<file path="config.mk">
export PLATFORM = sky130hd
export DESIGN_NAME = ffsot_map
export DESIGN_NICKNAME = d
export VERILOG_FILES = /design/src/design/ffsot_pkg.sv /design/src/design/ffsot_map.sv
export SDC_FILE = /design/constraint.sdc
export NUM_CORES = 1
export LEC_CHECK = 0
export BUFFER_PORTS_ARGS = -buffer_cell sky130_fd_sc_hd__buf_2
export CAP_MARGIN = 20
export CORE_ASPECT_RATIO = 0.7
export CORE_MARGIN = 2
export CORE_UTILIZATION = 50
export CTS_CLUSTER_SIZE = 25
export DETAILED_ROUTE_END_ITERATION = 8
export GPL_TIMING_DRIVEN = 0
export HOLD_SLACK_MARGIN = 0.05
export PLACE_DENSITY = 0.66
export SYNTH_ARGS = -nofsm -noshare
export SYNTH_HDL_FRONTEND = slang
export SYNTH_SLANG_ARGS = --single-unit
export TNS_END_PERCENT = 100
</file>
<file path="constraint.sdc">
create_clock -name clk -period 7.37 [get_ports clk]
set_clock_uncertainty 0.05 [all_clocks]
set_input_delay 1.1055 -clock clk [delete_from_list [all_inputs] [get_ports clk]]
set_output_delay 1.1055 -clock clk [all_outputs]
set_load 0.005 [all_outputs]
</file>
<file path="src/design/ffsot_pkg.sv">
// Package for the slot owner table: operation and status codes, the
// controller state type, the map control struct and the first-zero search.
// No dependencies.
`default_nettype none

package ffsot_pkg;

  // The occupancy map is stored as words of this many slot bits.
  localparam int MAP_W     = 32;
  localparam int MAP_BIT_W = 5;

  localparam int STATUS_W = 3;

  localparam logic [1:0] OP_RESERVE = 2'd0;
  localparam logic [1:0] OP_RELEASE = 2'd1;
  localparam logic [1:0] OP_QUERY   = 2'd2;

  localparam logic [STATUS_W-1:0] ST_OK        = 3'd0;
  localparam logic [STATUS_W-1:0] ST_BAD_OWNER = 3'd1;
  localparam logic [STATUS_W-1:0] ST_FULL      = 3'd2;
  localparam logic [STATUS_W-1:0] ST_BAD_SLOT  = 3'd3;
  localparam logic [STATUS_W-1:0] ST_NO_TABLE  = 3'd4;

  typedef enum logic {
    S_IDLE,
    S_WORK
  } fsm_state_t;

  typedef struct packed {
    logic rd;       // read a map word this cycle
    logic rd_free;  // read the lowest word that still has a free slot
    logic wr;       // write back the word that was read last
    logic clear;    // start a clearing pass over the whole map
  } map_ctl_t;

  // Index of the lowest zero bit of a map word.
  function automatic logic [MAP_BIT_W-1:0] first_zero(input logic [MAP_W-1:0] w);
    logic [MAP_BIT_W-1:0] idx;
    idx = '0;
    for (int i = MAP_W - 1; i >= 0; i--) begin
      if (!w[i]) begin
        idx = MAP_BIT_W'(i);
      end
    end
    return idx;
  endfunction

endpackage

`default_nettype wire

</file>
<file path="src/design/ffsot_map.sv">
// Occupancy map of the slot owner table: one bit per slot in a word memory,
// a full-word summary and the clearing pass. Depends on ffsot_pkg.
`default_nettype none

module ffsot_map #(
  parameter int MAP_WORDS = 32,
  parameter int WIDX_W    = 5
) (
  input  logic                         clk,
  input  logic                         rst_n,
  input  ffsot_pkg::map_ctl_t          ctl,
  input  logic [WIDX_W-1:0]            rd_word,
  input  logic [ffsot_pkg::MAP_W-1:0]  wr_data,
  output logic                         busy,
  output logic [ffsot_pkg::MAP_W-1:0]  word_q,
  output logic [WIDX_W-1:0]            widx_q
);
  import ffsot_pkg::*;

  logic [MAP_W-1:0]     map_mem [MAP_WORDS];
  logic [MAP_WORDS-1:0] summary_r;
  logic                 clr_r;
  logic [WIDX_W-1:0]    clr_cnt_r;
  logic [WIDX_W-1:0]    free_word;
  logic [WIDX_W-1:0]    rd_addr;

  // Lowest word whose summary bit says it still has a free slot.
  always_comb begin
    free_word = '0;
    for (int i = MAP_WORDS - 1; i >= 0; i--) begin
      if (!summary_r[i]) begin
        free_word = WIDX_W'(i);
      end
    end
  end

  assign rd_addr = ctl.rd_free ? free_word : rd_word;
  assign busy    = clr_r;

  // Writes other than clears go to the word read last, so need no forwarding.
  always_ff @(posedge clk) begin
    if (clr_r) begin
      map_mem[clr_cnt_r] <= '0;
    end else if (ctl.wr) begin
      map_mem[widx_q] <= wr_data;
    end
    if (ctl.rd) begin
      word_q <= map_mem[rd_addr];
      widx_q <= rd_addr;
    end
  end

  always_ff @(posedge clk) begin
    if (!rst_n) begin
      clr_r     <= 1'b0;
      clr_cnt_r <= '0;
      summary_r <= '0;
    end else if (ctl.clear) begin
      clr_r     <= 1'b1;
      clr_cnt_r <= '0;
      summary_r <= '0;
    end else begin
      if (clr_r) begin
        if (clr_cnt_r == WIDX_W'(MAP_WORDS - 1)) begin
          clr_r <= 1'b0;
        end else begin
          clr_cnt_r <= clr_cnt_r + WIDX_W'(1);
        end
      end
      if (ctl.wr) begin
        summary_r[widx_q] <= &wr_data;
      end
    end
  end

endmodule

`default_nettype wire

</file>
==> summary.md <==
| Metric | Value |
|---|---|
| Status | finished clean |
| Worst skew pair latency | 680 ps |
| Max frequency | ~0.21 GHz |
| Routed length per instance | 26.2 µm |
| Setup violators final | 0 |
| Max-Slew Margin vs Limit | between 20% and 30% |
| RSZ-0062 raised after global routing | false |
| Maxcap violations | 0 |
| Layout cells sized above 1 | around 17% |
| Final Instance Area | approximately 51000 µm² |
| Hold buffer count at CTS | 0 |
| Worst Setup SP | ctl[2] |
| H-tree levels | 3 |
| Ys async rst share | 0% |
| Post-Syn Area | ~44000 µm² |
| Drt pass-1 iters | 6 |
| Pin count of the biggest net entering global routing | 38 |
| Synth area leader | edfxtp_1 |
| First-pass GRT wire length | 152000 µm |
| ANT cells | 0 |
| DR vias | ~24000 |
| Crit end category | register |
| Iteration-0 DRC Markers | between 2000 and 3000 |
| Min cycle time layout | 4700 ps |
| Number of global-route vias before repair | between 20000 and 25000 |
| Initial Util | 50.3% |
| Final nets | 2795 |
| Total track usage | a little under a quarter |
| Final period util | 63.8% |
| Routed WL | 105000 µm |
| Final Max Tran Viols | 0 |
| Yosys cell types | 46 |
| Grt total ovfl | 0 |
| Crit start category | input port |
| Synth top area cells | edfxtp_1, mux2i_1, dfxtp_1 |
| Average size of a mapped cell | approximately 18 µm² |
| Worst-case clock buffer depth | 3 |
| RR Startpoint | summary_r[8]$_SDFFE_PP0P_ |
| Initial antenna violation count | 4 |
| Post-DP HPWL | 71000 µm |
| Die height | 253 µm |
| Yosys top cell area share | 72.1% |
| Tot Pwr | 12.9 mW |
| Post-Syn Nets | around 2600 |
| Layout area overhead | 15.3% |
| Synth warn | 0 |
| Post-DP Area | 47300 µm² |
| Vias/cell | 5.91 |
| Post-CTS Resized | 0 |
| Worst Hold Class | register to register |
| Rows | between 90 and 100 |
| Mapped Cells | 2515 |
| Leak pwr | 17.0 nW |
| Predominant post-synthesis flop cell | edfxtp_1 |
| CTS Buf Count | just under 100 |
| Area of the multi-input gates | about 11000 µm² |
| Die X | 359 µm |
| Reg clk slew, reported paths | 60 ps |
| Filler cell count | ~6400 |
| Die ar. | 90800 µm² |
| Crit Path Max Fanout | 10 |
| CTS Sinks | 1099 |
| Setup TNS | 0 ps |
| Core area | 87800 µm² |
| Ports | a little over 80 |
| Worst Max-Slew Pin Slew | about 1200 ps |
| Hold Path Origin | summary_r[19]$_SDFFE_PP0P_ |
| Number of synthesized flops with an enable pin | 1061 |
| Worst path arrival time | 4970 ps |
| Root buf cell | clkbuf_16 |
| IO Port Bufs | 80 |
| CP required | 7630 ps |
| Worst VDD drop | 0.000210 V |
| Synth Register Bits | 1099 |
| Gpl congestion | 0.880 |
| Pwr per Cell Area | 254 nW/µm² |
| Sequential element share of the synthesized area | between 70% and 80% |
| FF+latch area | approximately 33000 µm² |
| Crit Path Class | input port to register |
| Final Hold Viols | 0 |
| Post-DRT Antenna Nets | 0 |
| Post-CTS Setup Bufs | 0 |
| CTS tree | yes |
| DR DRC count | 0 |
## synthesized netlist by cell type (3+ instances only)
cell and number:
a21oi_1 39, clkbuf_1 53, buf_2 33, nand3b_1 5
a22o_1 33, o22ai_1 96, a31oi_1 8, inv_1 11
buf_4 20, and4_1 3, nor3_1 3, nand2b_1 10
or4_1 3, nand2_1 69, or2_2 3, buf_6 23
nor2_1 69, and2_1 34, nand3_1 23, dfxtp_1 38
mux2i_1 709, mux2_2 64, nand4_1 19, nor2b_1 4
edfxtp_1 1061, nor4_1 21, nor4_2 12, o21ai_0 26
## stage by stage
step	setup slack, ps	instances	utilization [%]	hold WS [ps]
after global routing	2630	3992	58.0	466
after floorplan	3590	2515	-	409
after global placement	1570	3757	52.4	417
after detailed placement	2240	3797	53.9	432
final	2670	3992	58.0	441
after CTS	2930	3977	57.6	441
## cell type report
type | instances | area share, %
clock inverter | 63 | 1.27
sequential | 1099 | 64.1
tap | 1162 | 2.86
multi-input combinational | 1274 | 21.6
clock buffer | 117 | 5.06
timing repair buffer | 135 | 3.53
inverter | 11 | 0.0811
buffer | 131 | 1.53
## critical path, stage by stage
cell and delay [ps]:
buf_2 170, nand3_1 150, nor4_1 440, o21ai_0 160, o21ai_1 320, nand2b_1 190, or2_2 110, clkbuf_1 370
clkbuf_1 630, o22ai_1 290, nor4_1 1010
## report_power, final
group          leakage (nW)  switching (mW)  internal (mW)  total (mW)
Clock                  1.58            2.22           2.92        5.14
Combinational          5.24           0.535          0.306       0.841
Sequential             10.2          0.0249           6.94        6.96
## kinds of logic after synthesis
| group | after synthesis | share of synthesized area, % |
|---|---|---|
| multiplexers | 773 | 17.7 |
| adder cells (fa/ha/maj) | 2 | 0.0567 |
| buffers and inverters | 142 | 1.86 |
| XOR/XNOR | 3 | 0.0595 |
| AND/OR/NAND/NOR | 283 | 3.38 |
| flip-flops | 1099 | 73.9 |
| AO/OA/AOI/OAI | 213 | 3.07 |
## routing by layer
| metal | global-route usage, % | vias to the layer above | part of all wire, % |
|---|---|---|---|
| met5 | 0 | - | 0 |
| met4 | 5.75 | 0 | 2.2 |
| met3 | 3.46 | 144 | 6.1 |
| met2 | 34.1 | 828 | 44 |
| met1 | 35.2 | 12200 | 47 |
| li1 | - | 10400 | - |
## state kept, by name, indices dropped and copies added (netlist names)
name	count
word_q	32
busy	1
summary_r	32
widx_q	5
clr_cnt_r	5
map_mem	1024
## worst paths after layout
check / slack [ps] / cells past startpoint / end
hold / removal: 440 / 2 / summary_r[19]$_SDFFE_PP0P_
hold reg to reg: 440 / 2 / summary_r[19]$_SDFFE_PP0P_
setup reg to reg: 2790 / 11 / word_q[30]$_DFFE_PP_
setup / recovery: 2670 / 11 / word_q[30]$_DFFE_PP_
## cells in the final DEF (no fill, tap or decap), types with 20 or more instances in the layout
| cell | Yosys | routed |
|---|---|---|
| and2_1 | 34 | 34 |
| clkbuf_1 | 53 | 68 |
| edfxtp_1 | 1061 | 1061 |
| a21oi_1 | 39 | 39 |
| buf_4 | 20 | 21 |
| nand3_1 | 23 | 23 |
| buf_2 | 33 | 113 |
| mux2i_1 | 709 | 709 |
| nor2_4 | 0 | 32 |
| nand2_1 | 69 | 69 |
| mux2_2 | 64 | 64 |
| o21ai_0 | 26 | 26 |
| o22ai_1 | 96 | 96 |
| buf_6 | 23 | 27 |
| a22o_1 | 33 | 33 |
| nor4_1 | 21 | 21 |
| dfxtp_1 | 38 | 38 |
| nor2_1 | 69 | 37 |
| clkinv_2 | 0 | 20 |
| clkbuf_16 | 0 | 105 |
| buf_16 | 0 | 42 |
Note: power is estimated with default switching activity, not from simulation.
